File: src/rtl/cscr_pkg.sv
// Package for the clocked serial cell receiver: register indexes, end reasons,
// configuration and result structs. No dependencies.
`default_nettype none

package cscr_pkg;

    localparam int CFG_INDEX_W = 8;
    localparam int CFG_DATA_W  = 16;

    // register indexes on the configuration port
    localparam logic [CFG_INDEX_W-1:0] REG_CELL_LENGTH      = 8'd0;
    localparam logic [CFG_INDEX_W-1:0] REG_FIRST_TIMEOUT_MS = 8'd1;
    localparam logic [CFG_INDEX_W-1:0] REG_BYTE_TIMEOUT_MS  = 8'd2;
    localparam logic [CFG_INDEX_W-1:0] REG_ABORT_ON_RELEASE = 8'd3;

    // register reset values
    localparam logic [7:0]  CELL_LENGTH_RST      = 8'd255;
    localparam logic [15:0] FIRST_TIMEOUT_MS_RST = 16'd5000;
    localparam logic [15:0] BYTE_TIMEOUT_MS_RST  = 16'd100;

    // end reasons
    localparam logic [1:0] REASON_LENGTH  = 2'd0;
    localparam logic [1:0] REASON_TIMEOUT = 2'd1;
    localparam logic [1:0] REASON_RELEASE = 2'd2;

    localparam logic [2:0] LAST_BIT = 3'd7;

    typedef struct packed {
        logic [7:0]  cell_length;
        logic [15:0] first_timeout_ms;
        logic [15:0] byte_timeout_ms;
        logic        abort_on_release;
    } cfg_t;

    typedef struct packed {
        logic        busy_res;
        logic [7:0]  bytes_received;
        logic [1:0]  end_reason;
        logic        cell_done;
        logic [7:0]  byte_value;
        logic        byte_valid;
    } res_t;

endpackage

`default_nettype wire

File: src/rtl/clocked_serial_cell_receiver.sv
// Top level of the clocked serial cell receiver: configuration registers,
// receive core and output buffer. Depends on cscr_pkg, cscr_rx_core, cscr_out_buf.
//
// channel   direction  handshake            payload
// s_*       in         s_tvalid/s_tready    tuser command, tdata line levels
// m_*       out        m_tvalid/m_tready    tuser byte_valid, tlast cell_done, tdata
// cfg_*     in         cfg_wr_en            cfg_index, cfg_wdata
//
// one sample per clock while s_tready is high; the receive state updates at the
// input transfer and the result is registered in the output or skid stage.
// the skid stage keeps input ready while one result waits; ready drops only
// once two results are held. reset clears the state and loads register defaults.
`default_nettype none

module clocked_serial_cell_receiver
    import cscr_pkg::*;
(
    input  wire logic                   clk,
    input  wire logic                   rst_n,
    input  wire logic                   s_tvalid,
    output logic                        s_tready,
    input  wire logic                   s_tuser,   // command
    input  wire logic [7:0]             s_tdata,   // clock_level, data_level,
                                                   // release_level, ms_tick, zeros
    output logic                        m_tvalid,
    input  wire logic                   m_tready,
    output logic                        m_tuser,   // byte_valid
    output logic                        m_tlast,   // cell_done
    output logic [23:0]                 m_tdata,   // byte_value[7:0], end_reason[9:8],
                                                   // bytes_received[17:10], busy_res[18]
    input  wire logic                   cfg_wr_en,
    input  wire logic [CFG_INDEX_W-1:0] cfg_index,
    input  wire logic [CFG_DATA_W-1:0]  cfg_wdata
);

    cfg_t cfg_reg;
    logic accept;
    res_t core_res;
    res_t buf_res;

    always_ff @(posedge clk or negedge rst_n)
    begin
        if (!rst_n)
        begin
            cfg_reg.cell_length      <= CELL_LENGTH_RST;
            cfg_reg.first_timeout_ms <= FIRST_TIMEOUT_MS_RST;
            cfg_reg.byte_timeout_ms  <= BYTE_TIMEOUT_MS_RST;
            cfg_reg.abort_on_release <= 1'b0;
        end
        else if (cfg_wr_en)
        begin
            unique case (cfg_index)
                REG_CELL_LENGTH:      cfg_reg.cell_length      <= cfg_wdata[7:0];
                REG_FIRST_TIMEOUT_MS: cfg_reg.first_timeout_ms <= cfg_wdata;
                REG_BYTE_TIMEOUT_MS:  cfg_reg.byte_timeout_ms  <= cfg_wdata;
                REG_ABORT_ON_RELEASE: cfg_reg.abort_on_release <= cfg_wdata[0];
                default:              ;
            endcase
        end
    end

    assign accept = s_tvalid && s_tready;

    cscr_rx_core u_core (
        .clk           (clk),
        .rst_n         (rst_n),
        .accept        (accept),
        .command       (s_tuser),
        .clock_level   (s_tdata[0]),
        .data_level    (s_tdata[1]),
        .release_level (s_tdata[2]),
        .ms_tick       (s_tdata[3]),
        .cfg           (cfg_reg),
        .res           (core_res)
    );

    cscr_out_buf u_out_buf (
        .clk       (clk),
        .rst_n     (rst_n),
        .in_valid  (s_tvalid),
        .in_ready  (s_tready),
        .in_res    (core_res),
        .out_valid (m_tvalid),
        .out_ready (m_tready),
        .out_res   (buf_res)
    );

    assign m_tuser = buf_res.byte_valid;
    assign m_tlast = buf_res.cell_done;
    assign m_tdata = {5'd0, buf_res.busy_res, buf_res.bytes_received,
                      buf_res.end_reason, buf_res.byte_value};

endmodule

`default_nettype wire

File: src/rtl/cscr_rx_core.sv
// Receive state and per-sample update of the cell receiver.
// Depends on cscr_pkg.
`default_nettype none

module cscr_rx_core
    import cscr_pkg::*;
(
    input  wire logic clk,
    input  wire logic rst_n,
    input  wire logic accept,
    input  wire logic command,
    input  wire logic clock_level,
    input  wire logic data_level,
    input  wire logic release_level,
    input  wire logic ms_tick,
    input  wire cfg_t cfg,
    output res_t      res
);

    logic        receiving_reg,    receiving_next;
    logic        last_clock_reg,   last_clock_next;
    logic [7:0]  shift_byte_reg,   shift_byte_next;
    logic [2:0]  bit_counter_reg,  bit_counter_next;
    logic [7:0]  byte_counter_reg, byte_counter_next;
    logic [15:0] time_left_reg,    time_left_next;

    logic        bvalid;
    logic [7:0]  bval;
    logic        done;
    logic [1:0]  reason;
    logic        completed;
    logic [7:0]  shifted;
    logic [7:0]  count_inc;
    logic [15:0] time_dec;

    assign shifted   = {~data_level, shift_byte_reg[7:1]};
    assign count_inc = byte_counter_reg + 8'd1;
    assign time_dec  = time_left_reg - 16'd1;

    always_comb
    begin
        receiving_next    = receiving_reg;
        last_clock_next   = last_clock_reg;
        shift_byte_next   = shift_byte_reg;
        bit_counter_next  = bit_counter_reg;
        byte_counter_next = byte_counter_reg;
        time_left_next    = time_left_reg;
        bvalid            = 1'b0;
        bval              = 8'd0;
        done              = 1'b0;
        reason            = REASON_LENGTH;
        completed         = 1'b0;

        if (command)
        begin
            receiving_next    = 1'b1;
            last_clock_next   = 1'b0;
            shift_byte_next   = 8'd0;
            bit_counter_next  = 3'd0;
            byte_counter_next = 8'd0;
            time_left_next    = cfg.first_timeout_ms;
            if (cfg.cell_length == 8'd0)
            begin
                receiving_next = 1'b0;
                done           = 1'b1;
            end
        end
        else if (receiving_reg)
        begin
            if (cfg.abort_on_release && release_level)
            begin
                receiving_next = 1'b0;
                done           = 1'b1;
                reason         = REASON_RELEASE;
            end
            else if (time_left_reg == 16'd0)
            begin
                receiving_next = 1'b0;
                done           = 1'b1;
                reason         = REASON_TIMEOUT;
            end
            else
            begin
                if (clock_level != last_clock_reg)
                begin
                    last_clock_next = clock_level;
                    // falling edge of the line clock
                    if (!clock_level)
                    begin
                        shift_byte_next = shifted;
                        if (bit_counter_reg == LAST_BIT)
                        begin
                            bit_counter_next  = 3'd0;
                            bvalid            = 1'b1;
                            bval              = shifted;
                            byte_counter_next = count_inc;
                            time_left_next    = cfg.byte_timeout_ms;
                            completed         = 1'b1;
                            if (count_inc >= cfg.cell_length)
                            begin
                                receiving_next = 1'b0;
                                done           = 1'b1;
                            end
                        end
                        else
                        begin
                            bit_counter_next = bit_counter_reg + 3'd1;
                        end
                    end
                end
                // a completed byte reloads the timeout, the tick is dropped
                if (!completed && ms_tick)
                begin
                    time_left_next = time_dec;
                    if (time_dec == 16'd0)
                    begin
                        receiving_next = 1'b0;
                        done           = 1'b1;
                        reason         = REASON_TIMEOUT;
                    end
                end
            end
        end
    end

    always_ff @(posedge clk or negedge rst_n)
    begin
        if (!rst_n)
        begin
            receiving_reg    <= 1'b0;
            last_clock_reg   <= 1'b0;
            shift_byte_reg   <= 8'd0;
            bit_counter_reg  <= 3'd0;
            byte_counter_reg <= 8'd0;
            time_left_reg    <= 16'd0;
        end
        else if (accept)
        begin
            receiving_reg    <= receiving_next;
            last_clock_reg   <= last_clock_next;
            shift_byte_reg   <= shift_byte_next;
            bit_counter_reg  <= bit_counter_next;
            byte_counter_reg <= byte_counter_next;
            time_left_reg    <= time_left_next;
        end
    end

    always_comb
    begin
        res.byte_valid     = bvalid;
        res.byte_value     = bval;
        res.cell_done      = done;
        res.end_reason     = reason;
        res.bytes_received = byte_counter_next;
        res.busy_res       = receiving_next;
    end

endmodule

`default_nettype wire

File: src/rtl/cscr_out_buf.sv
// Output register with a skid stage for result items of the cell receiver.
// Depends on cscr_pkg.
`default_nettype none

module cscr_out_buf
    import cscr_pkg::*;
(
    input  wire logic clk,
    input  wire logic rst_n,
    input  wire logic in_valid,
    output logic      in_ready,
    input  wire res_t in_res,
    output logic      out_valid,
    input  wire logic out_ready,
    output res_t      out_res
);

    logic out_valid_reg, out_valid_next;
    logic skid_valid_reg, skid_valid_next;
    res_t out_res_reg, out_res_next;
    res_t skid_res_reg, skid_res_next;
    logic in_xfer;

    assign in_ready  = !skid_valid_reg;
    assign in_xfer   = in_valid && in_ready;
    assign out_valid = out_valid_reg;
    assign out_res   = out_res_reg;

    always_comb
    begin
        out_valid_next  = out_valid_reg;
        skid_valid_next = skid_valid_reg;
        out_res_next    = out_res_reg;
        skid_res_next   = skid_res_reg;
        if (!out_valid_reg || out_ready)
        begin
            if (skid_valid_reg)
            begin
                // skid drains first; no input transfer while it is full
                out_valid_next  = 1'b1;
                out_res_next    = skid_res_reg;
                skid_valid_next = 1'b0;
            end
            else
            begin
                out_valid_next = in_xfer;
                if (in_xfer)
                begin
                    out_res_next = in_res;
                end
            end
        end
        else if (in_xfer)
        begin
            skid_valid_next = 1'b1;
            skid_res_next   = in_res;
        end
    end

    always_ff @(posedge clk or negedge rst_n)
    begin
        if (!rst_n)
        begin
            out_valid_reg  <= 1'b0;
            skid_valid_reg <= 1'b0;
        end
        else
        begin
            out_valid_reg  <= out_valid_next;
            skid_valid_reg <= skid_valid_next;
        end
    end

    always_ff @(posedge clk)
    begin
        out_res_reg  <= out_res_next;
        skid_res_reg <= skid_res_next;
    end

endmodule

`default_nettype wire

File: config.mk
export PLATFORM = sky130hd
export DESIGN_NAME = clocked_serial_cell_receiver
export DESIGN_NICKNAME = d
export VERILOG_FILES = /design/src/rtl/cscr_pkg.sv /design/src/rtl/clocked_serial_cell_receiver.sv /design/src/rtl/cscr_rx_core.sv /design/src/rtl/cscr_out_buf.sv
export SDC_FILE = /design/constraint.sdc
export NUM_CORES = 1
export LEC_CHECK = 0
export BUFFER_PORTS_ARGS = -buffer_cell sky130_fd_sc_hd__buf_2
export CAP_MARGIN = 5
export CORE_ASPECT_RATIO = 0.9
export CORE_MARGIN = 2
export CORE_UTILIZATION = 45
export DETAILED_ROUTE_END_ITERATION = 12
export MAX_ROUTING_LAYER = met4
export PLACE_DENSITY_LB_ADDON = 0.1
export REMOVE_ABC_BUFFERS = 1
export SLEW_MARGIN = 10
export SYNTH_ARGS = -nofsm -noshare
export SYNTH_HDL_FRONTEND = slang
export SYNTH_SLANG_ARGS = --single-unit
File: constraint.sdc
create_clock -name clk -period 7.51 [get_ports clk]
set_clock_uncertainty 0.2 [all_clocks]
set_input_delay 1.502 -clock clk [delete_from_list [all_inputs] [get_ports clk]]
set_output_delay 1.502 -clock clk [all_outputs]
set_load 0.02 [all_outputs]
==> results of run 1 <==
==> stage by stage <==
stage | cells | hold slack [ns]
2_1_floorplan | 545 | 0.2499
3_3_place_gp | 771 | 0.2660
3_5_place_dp | 771 | 0.2847
4_1_cts | 803 | 0.2988
5_1_grt | 804 | 0.3066
6_report | 804 | 0.2875
==> power breakdown <==
group	switching (mW)	leakage [nW]	total, mW	internal [mW]
Combinational	0.175	1.42	0.288	0.113
Clock	0.281	0.289	0.832	0.551
Sequential	0.0534	1.42	0.798	0.744
==> final timing paths <==
path	start	cells after the start	slack [ns]	end
worst min register to register	u_core.bit_counter_reg[1]	2	0.29	u_core.bit_counter_reg[1]
max in group asynchronous	rst_n	1	5.37	u_core.byte_counter_reg[7]
worst max-delay path	u_out_buf.skid_valid_reg	2	3.60	s_tready
worst max register to register	u_core.byte_counter_reg[0]	10	4.31	u_out_buf.out_res[20]
worst min-delay path	u_core.bit_counter_reg[1]	2	0.29	u_core.bit_counter_reg[1]
min in group asynchronous	rst_n	1	1.07	cfg_reg[4]
==> layout by cell type, fill, tap and decap left out, types with 4 or more instances in the layout <==
| cell | netlist | routed |
|---|---|---|
| xnor2_1 | 11 | 11 |
| dfrtp_1 | 63 | 63 |
| dfstp_2 | 16 | 16 |
| ha_1 | 13 | 13 |
| clkinv_2 | 0 | 4 |
| mux2_2 | 32 | 32 |
| nor3_1 | 6 | 6 |
| nand3_1 | 10 | 10 |
| mux2_4 | 7 | 7 |
| o21ai_0 | 41 | 41 |
| inv_1 | 14 | 14 |
| a211oi_1 | 12 | 12 |
| nor2_1 | 51 | 51 |
| conb_1 | 1 | 5 |
| nand3b_1 | 4 | 4 |
| buf_2 | 10 | 55 |
| edfxtp_1 | 42 | 42 |
| o31ai_1 | 19 | 19 |
| clkbuf_1 | 16 | 5 |
| nand2_1 | 76 | 76 |
| and2_4 | 8 | 8 |
| a21oi_1 | 31 | 31 |
| xor2_1 | 14 | 14 |
| nand2b_1 | 4 | 4 |
| bufinv_16 | 0 | 4 |
| clkbuf_16 | 0 | 17 |
==> cells by family (layout without fill, tap and decap cells) <==
logic type                 after synthesis  in the layout  synth area share
AOI/OAI and AO/OA                      128            128            0.1285
buffers and inverters                   51            105           0.04084
and+or+nand+nor                        194            194            0.1613
muxes                                   44             44           0.08348
DFF                                    121            121            0.5238
xor gates and xnor gates                25             25           0.03520
adders and majority gates               13             13           0.02615
other                                    1              6         0.0006029
==> per-layer routing <==
metal,track usage,vias up,wire (µm)
met2,0.2856,75,5605
met4,0.04982,0,128
li1,-,2134,-
met1,0.2821,2129,6917
met5,-,-,0
met3,0.05309,8,516
==> critical path, stage by stage (launching register included) <==
cell and delay (ns):
dfrtp_1 0.91, inv_1 0.57, buf_2 0.31
==> final cells by class <==
class,instances,share of cell area
antenna,1,0.0003495
clock buffer,22,0.06204
clock inverter,10,0.02115
inverter,15,0.008563
multi-input combinational,409,0.3819
sequential,121,0.4551
tap,168,0.02936
timing repair buffer,58,0.04159
==> synthesized netlist by cell type, types with 3 or more instances <==
cell,number
ha_1,13
xor2_1,14
or3_1,3
mux2_2,32
o31ai_1,19
a21oi_1,31
o21ai_0,41
mux2_1,3
nor3_1,6
edfxtp_1,42
nand3b_1,4
dfstp_2,16
a211oi_1,12
and3_1,3
nor2_1,51
o211ai_1,3
buf_6,3
inv_1,14
nor3b_1,3
xnor2_1,11
mux2_4,7
clkbuf_1,16
dfrtp_1,63
and2_4,8
nand2b_1,4
buf_2,10
or2_2,3
nand3_1,10
nand2_1,76
buf_4,6
nor4_1,3
nand4_1,3
==> results.sh, run 1 <==
export IMPL_synth_top_area_share=0.2535
export IMPL_cap_violations=0
export IMPL_cp_max_fo=30
export IMPL_ctsResizeCount=0
export IMPL_regArea_mm2=0.003258
export IMPL_syn2layout_area_growth_pct=15.11
export IMPL_yosys_warnings=0
export IMPL_syn_inst=577
export IMPL_yosys_area_top_type="dfrtp_1"
export IMPL_async_flop_share=0.6529
export IMPL_firstDrtPassIters=4
export IMPL_tightest_slew_ns=1.037
export IMPL_drc=0
export IMPL_pre_cts_ws_ns=3.624
export IMPL_io_pins=66
export IMPL_io_buffers=56
export IMPL_post_route_cell_area_mm2=0.007159
export IMPL_cts_tree="yes"
export IMPL_initial_utilization=0.4637
export IMPL_fin_crit_sh=0.5201
export IMPL_wl_mm=13.17
export IMPL_clock_latency_ns=0.41
export IMPL_die_area_mm2=0.01478
export IMPL_htree_levels=4
export IMPL_cts_setup_buffers=0
export IMPL_yosysSeqAreaShare=0.5238
export IMPL_gp_congestion=0.8738
export IMPL_wl_per_cell_um=16.38
export IMPL_cts_path_max_buffers=2
export IMPL_grt_start_max_net_pins=80
export IMPL_synth_area_leaders="dfrtp_1, edfxtp_1, dfstp_2"
export IMPL_hold_buffers=0
export IMPL_routed_via_count=4346
export IMPL_die_x_um=127.9
export IMPL_slew_limit_headroom=0.3084
export IMPL_cts_root_buf="clkbuf_16"
export IMPL_setup_ws_ns=3.604
export IMPL_slew_violations=0
export IMPL_hold_viol=0
export IMPL_peakVddDrop_v=0.0001644
export IMPL_drtIter0Drc=227
export IMPL_ys_flop_type="dfrtp_1"
export IMPL_fin_crit_ns=3.906
export IMPL_end_kind="output port"
export IMPL_ys_seq_elements=121
export IMPL_die_h_um=115.5
export IMPL_total_power_mw=1.919
export IMPL_leakagePower_nw=3.131
export IMPL_start_kind="register"
export IMPL_path_clk_slew_ns=0.05
export IMPL_drtAntennaViolNets=0
export IMPL_place_hpwl_mm=8.881
export IMPL_multiInputGateArea_mm2=0.002734
export IMPL_fmaxAchievable_ghz=0.2560
export IMPL_largest_reg_flops=41
export IMPL_drive_above_1_share=0.2598
export IMPL_coreArea_mm2=0.01341
export IMPL_netlist_area_mm2=0.006220
export IMPL_cts_buffers=17
export IMPL_post_route_util=0.5338
export IMPL_power_density_mw_per_mm2=268.0
export IMPL_row_count=40
export IMPL_nets=673
export IMPL_synth_edf_count=42
export IMPL_n_fill_cell=1210
export IMPL_worst_setup_path_type="register to output port"
export IMPL_placed_area_mm2=0.006554
export IMPL_grt_overflow=0
export IMPL_hold_class="register to register"
export IMPL_grt_use_total=0.1991
export IMPL_vias_per_cell=5.405
export IMPL_rsz0062_at_grt="no"
export IMPL_crit_required_ns=5.81
export IMPL_grt_pass1_wl_mm=22.05
export IMPL_cts_sinks=121
export IMPL_antenna_found_initial=1
export IMPL_grt_pass1_vias=4287
export IMPL_status="finished clean"
export IMPL_cp_arrival_ns=2.20
export IMPL_setup_tns_ns=0
export IMPL_synth_cell_types=66
export IMPL_report_final_setup_viol=0
export IMPL_syn_avg_cell_area_um2=10.78
Note: power is estimated with default switching activity, not from simulation.
==> run 2: changes to the inputs <==
--- a/config.mk
+++ b/config.mk
@@ -5,6 +5,7 @@
 export SDC_FILE = /design/constraint.sdc
 export NUM_CORES = 1
 export LEC_CHECK = 0
+export ABC_AREA = 1
 export BUFFER_PORTS_ARGS = -buffer_cell sky130_fd_sc_hd__buf_2
 export CAP_MARGIN = 5
 export CORE_ASPECT_RATIO = 0.9
==> constraint.sdc (replaced) <==
create_clock -name clk -period 3.16 [get_ports clk]
set_clock_uncertainty 0.2 [all_clocks]
set_input_delay 0.632 -clock clk [delete_from_list [all_inputs] [get_ports clk]]
set_output_delay 0.632 -clock clk [all_outputs]
set_load 0.02 [all_outputs]
==> results.sh, run 2 <==
export IMPL_status="finished, violations left"
export IMPL_violations="hold timing"
export IMPL_fin_crit_sh=0.9463
export IMPL_cap_violations=0
export IMPL_io_pins=66
export IMPL_cts_buffers=17
export IMPL_start_kind="register"
export IMPL_dp_cells=923
export IMPL_crit_required_ns=3.13
export IMPL_htree_levels=4
export IMPL_clock_latency_ns=0.42
export IMPL_leakagePower_nw=3.387
export IMPL_power_frac_clock=0.388
export IMPL_total_power_mw=4.630
export IMPL_p_seq_frac=0.416
export IMPL_synth_top_area_share=0.2510
export IMPL_gp_congestion=0.8393
export IMPL_coreArea_mm2=0.01351
export IMPL_yosysMostFrequentCell="nand2_1"
export IMPL_tightest_slew_ns=0.9509
export IMPL_largest_reg_flops=41
export IMPL_fin_crit_ns=2.990
export IMPL_post_route_cell_area_mm2=0.007351
export IMPL_power_density_mw_per_mm2=629.9
export IMPL_slew_limit_headroom=0.3640
export IMPL_netlist_area_mm2=0.006281
export IMPL_wl_met3_um=558
export IMPL_ys_flop_type="dfrtp_1"
export IMPL_routed_via_count=4885
export IMPL_peakVddDrop_v=0.0003685
export IMPL_row_count=40
export IMPL_place_hpwl_mm=9.564
export IMPL_syn_inst=713
export IMPL_comb_power_share=0.196
export IMPL_drive_above_1_share=0.2465
export IMPL_worst_setup_path_type="register to register"
export IMPL_synth_area_leaders="dfrtp_1, edfxtp_1, nand2_1"
export IMPL_path_clk_slew_ns=0.06
export IMPL_async_flop_share=0.6529
export IMPL_wl_per_cell_um=14.51
export IMPL_initial_utilization=0.4648
export IMPL_die_area_mm2=0.01492
export IMPL_die_x_um=128.5
export IMPL_slew_violations=0
export IMPL_hold_viol=3
export IMPL_cts_tree="yes"
export IMPL_grt_overflow=0
export IMPL_p_sw_mw=1.448
export IMPL_cts_root_buf="clkbuf_16"
export IMPL_fin_cells=959
export IMPL_wl_mm=13.91
export IMPL_grt_use_total=0.2084
export IMPL_p_int_mw=3.182
export IMPL_grt_start_max_net_pins=43
export IMPL_setup_tns_ns=0
export IMPL_yosysSeqAreaShare=0.5187
export IMPL_max_stage_delay_ns=0.39
export IMPL_mostFrequentLayoutCells="nand2_1, inv_1, o21ai_0, dfrtp_1, buf_2"
export IMPL_cp_arrival_ns=2.96
export IMPL_drc=0
export IMPL_grt_pass1_wl_mm=23.06
export IMPL_yosys_area_top_type="dfrtp_1"
export IMPL_wl_met1_mm=6.872
export IMPL_crit_path_cell_trace="ha_2 -> inv_1 -> nor3_2 -> inv_1 -> nor2_1 -> inv_1 -> nor2_4 -> xor2_1 -> inv_1 -> ha_1 -> nand2_1 -> nor2_2 -> nand2_1 -> o2111ai_2 -> nand2_1 -> nand4_1 -> nand2_1 -> nand2_1 -> nand2_1 -> nand2_1"
export IMPL_crit_buf_inv=4
export IMPL_cts_sinks=121
export IMPL_ys_seq_elements=121
export IMPL_yosys_warnings=0
export IMPL_cts_path_max_buffers=2
export IMPL_die_h_um=116.1
export IMPL_drtAntennaViolNets=0
export IMPL_end_kind="register"
export IMPL_fmaxAchievable_ghz=0.3344
export IMPL_syn_avg_cell_area_um2=8.809
export IMPL_synth_top_cells_by_count="nand2_1, inv_1, o21ai_0"
export IMPL_power_switching_share=0.3128
export IMPL_topRoutingLayerUsed="met4"
export IMPL_antenna_found_initial=0
export IMPL_slowest_stage="dfrtp_1"
export IMPL_cp_max_fo=4
export IMPL_synth_cell_types=49
export IMPL_diodes=0
export IMPL_met2WireLength_mm=6.194
export IMPL_drtIter0Drc=249
export IMPL_final_common_cell="nand2_1"
export IMPL_firstDrtPassIters=5
export IMPL_io_buffers=56
export IMPL_hold_slack_ns=-0.004483
export IMPL_synth_edf_count=42
export IMPL_syn2layout_area_growth_pct=17.03
export IMPL_grt_pass1_vias=4713
export IMPL_vias_per_cell=5.094
export IMPL_cpMostUsedCell="nand2_1"
export IMPL_crit_family="simple AND/OR/NAND/NOR gates"
export IMPL_nets=829
export IMPL_hold_class="input pin to async pin"
export IMPL_placed_area_mm2=0.006721
export IMPL_report_final_setup_viol=0
## run 2: final cells by class
| class | count | area [µm²] |
|---|---|---|
| Multi-Input combinational cell | 472 | 2574 |
| Clock inverter | 15 | 127.6 |
| Sequential cell | 121 | 3258 |
| Fill cell | 1240 | 6162 |
| Clock buffer | 17 | 425.4 |
| Inverter | 96 | 367.9 |
| Tap cell | 168 | 210.2 |
| Timing Repair Buffer | 70 | 387.9 |
## run 2: final timing paths
path,endpoint,slack (ns),cells after the start,startpoint
max,u_out_buf.out_res[9],0.17,20,u_core.byte_counter_reg[0]
max in group asynchronous,cfg_reg[25],2.01,2,rst_n
min in group clk,cfg_reg[26],0.24,3,cfg_wdata[9]
min,cfg_reg[28],-0.004,1,rst_n
min reg2reg,cfg_reg[28],0.28,2,cfg_reg[28]
max reg2reg,u_out_buf.out_res[9],0.17,20,u_core.byte_counter_reg[0]
## run 2: through the flow
stage | utilization | worst slack, ns
3_3_place_gp | 0.4974 | 0.1106
5_1_grt | 0.5440 | -0.07563
6_report | 0.5440 | 0.1697
2_1_floorplan | - | 0.2461
3_5_place_dp | 0.4974 | 0.08538
4_1_cts | 0.5383 | 0.08390
## run 2: power groups by stage
stage | Combinational, mW | Clock, mW | Sequential (mW)
floorplan | 0.626 | 0 | 1.96
global placement | 0.880 | 0 | 1.95
detailed placement | 0.896 | 0 | 1.95
CTS | 0.905 | 1.83 | 1.93
global route | 1.05 | 1.92 | 1.94
finish | 0.906 | 1.80 | 1.93
## run 2: logic make-up (layout without fill, tap and decap cells)
kind of cell / after synthesis / in the layout / share of synthesized area
AO/OA/AOI/OAI: 136 / 137 / 0.1394
XOR/XNOR: 6 / 6 / 0.008366
adder cells (fa/ha/maj): 13 / 13 / 0.02590
buffers and inverters: 125 / 198 / 0.08367
flip-flops: 121 / 121 / 0.5187
other: 1 / 5 / 0.0005970
AND/OR/NAND/NOR: 311 / 311 / 0.2233
## run 2: per-layer routing
layer,global-route usage,vias up
met5,-,-
met4,0.07536,0
met3,0.05448,24
met2,0.3050,100
met1,0.2812,2295
li1,-,2466
## run 2: repair_timing
item,4_1_cts,5_1_grt
gates resized for setup,0,9
setup buffers,0,3
hold buffers,0,0
setup endpoints to repair,0,11
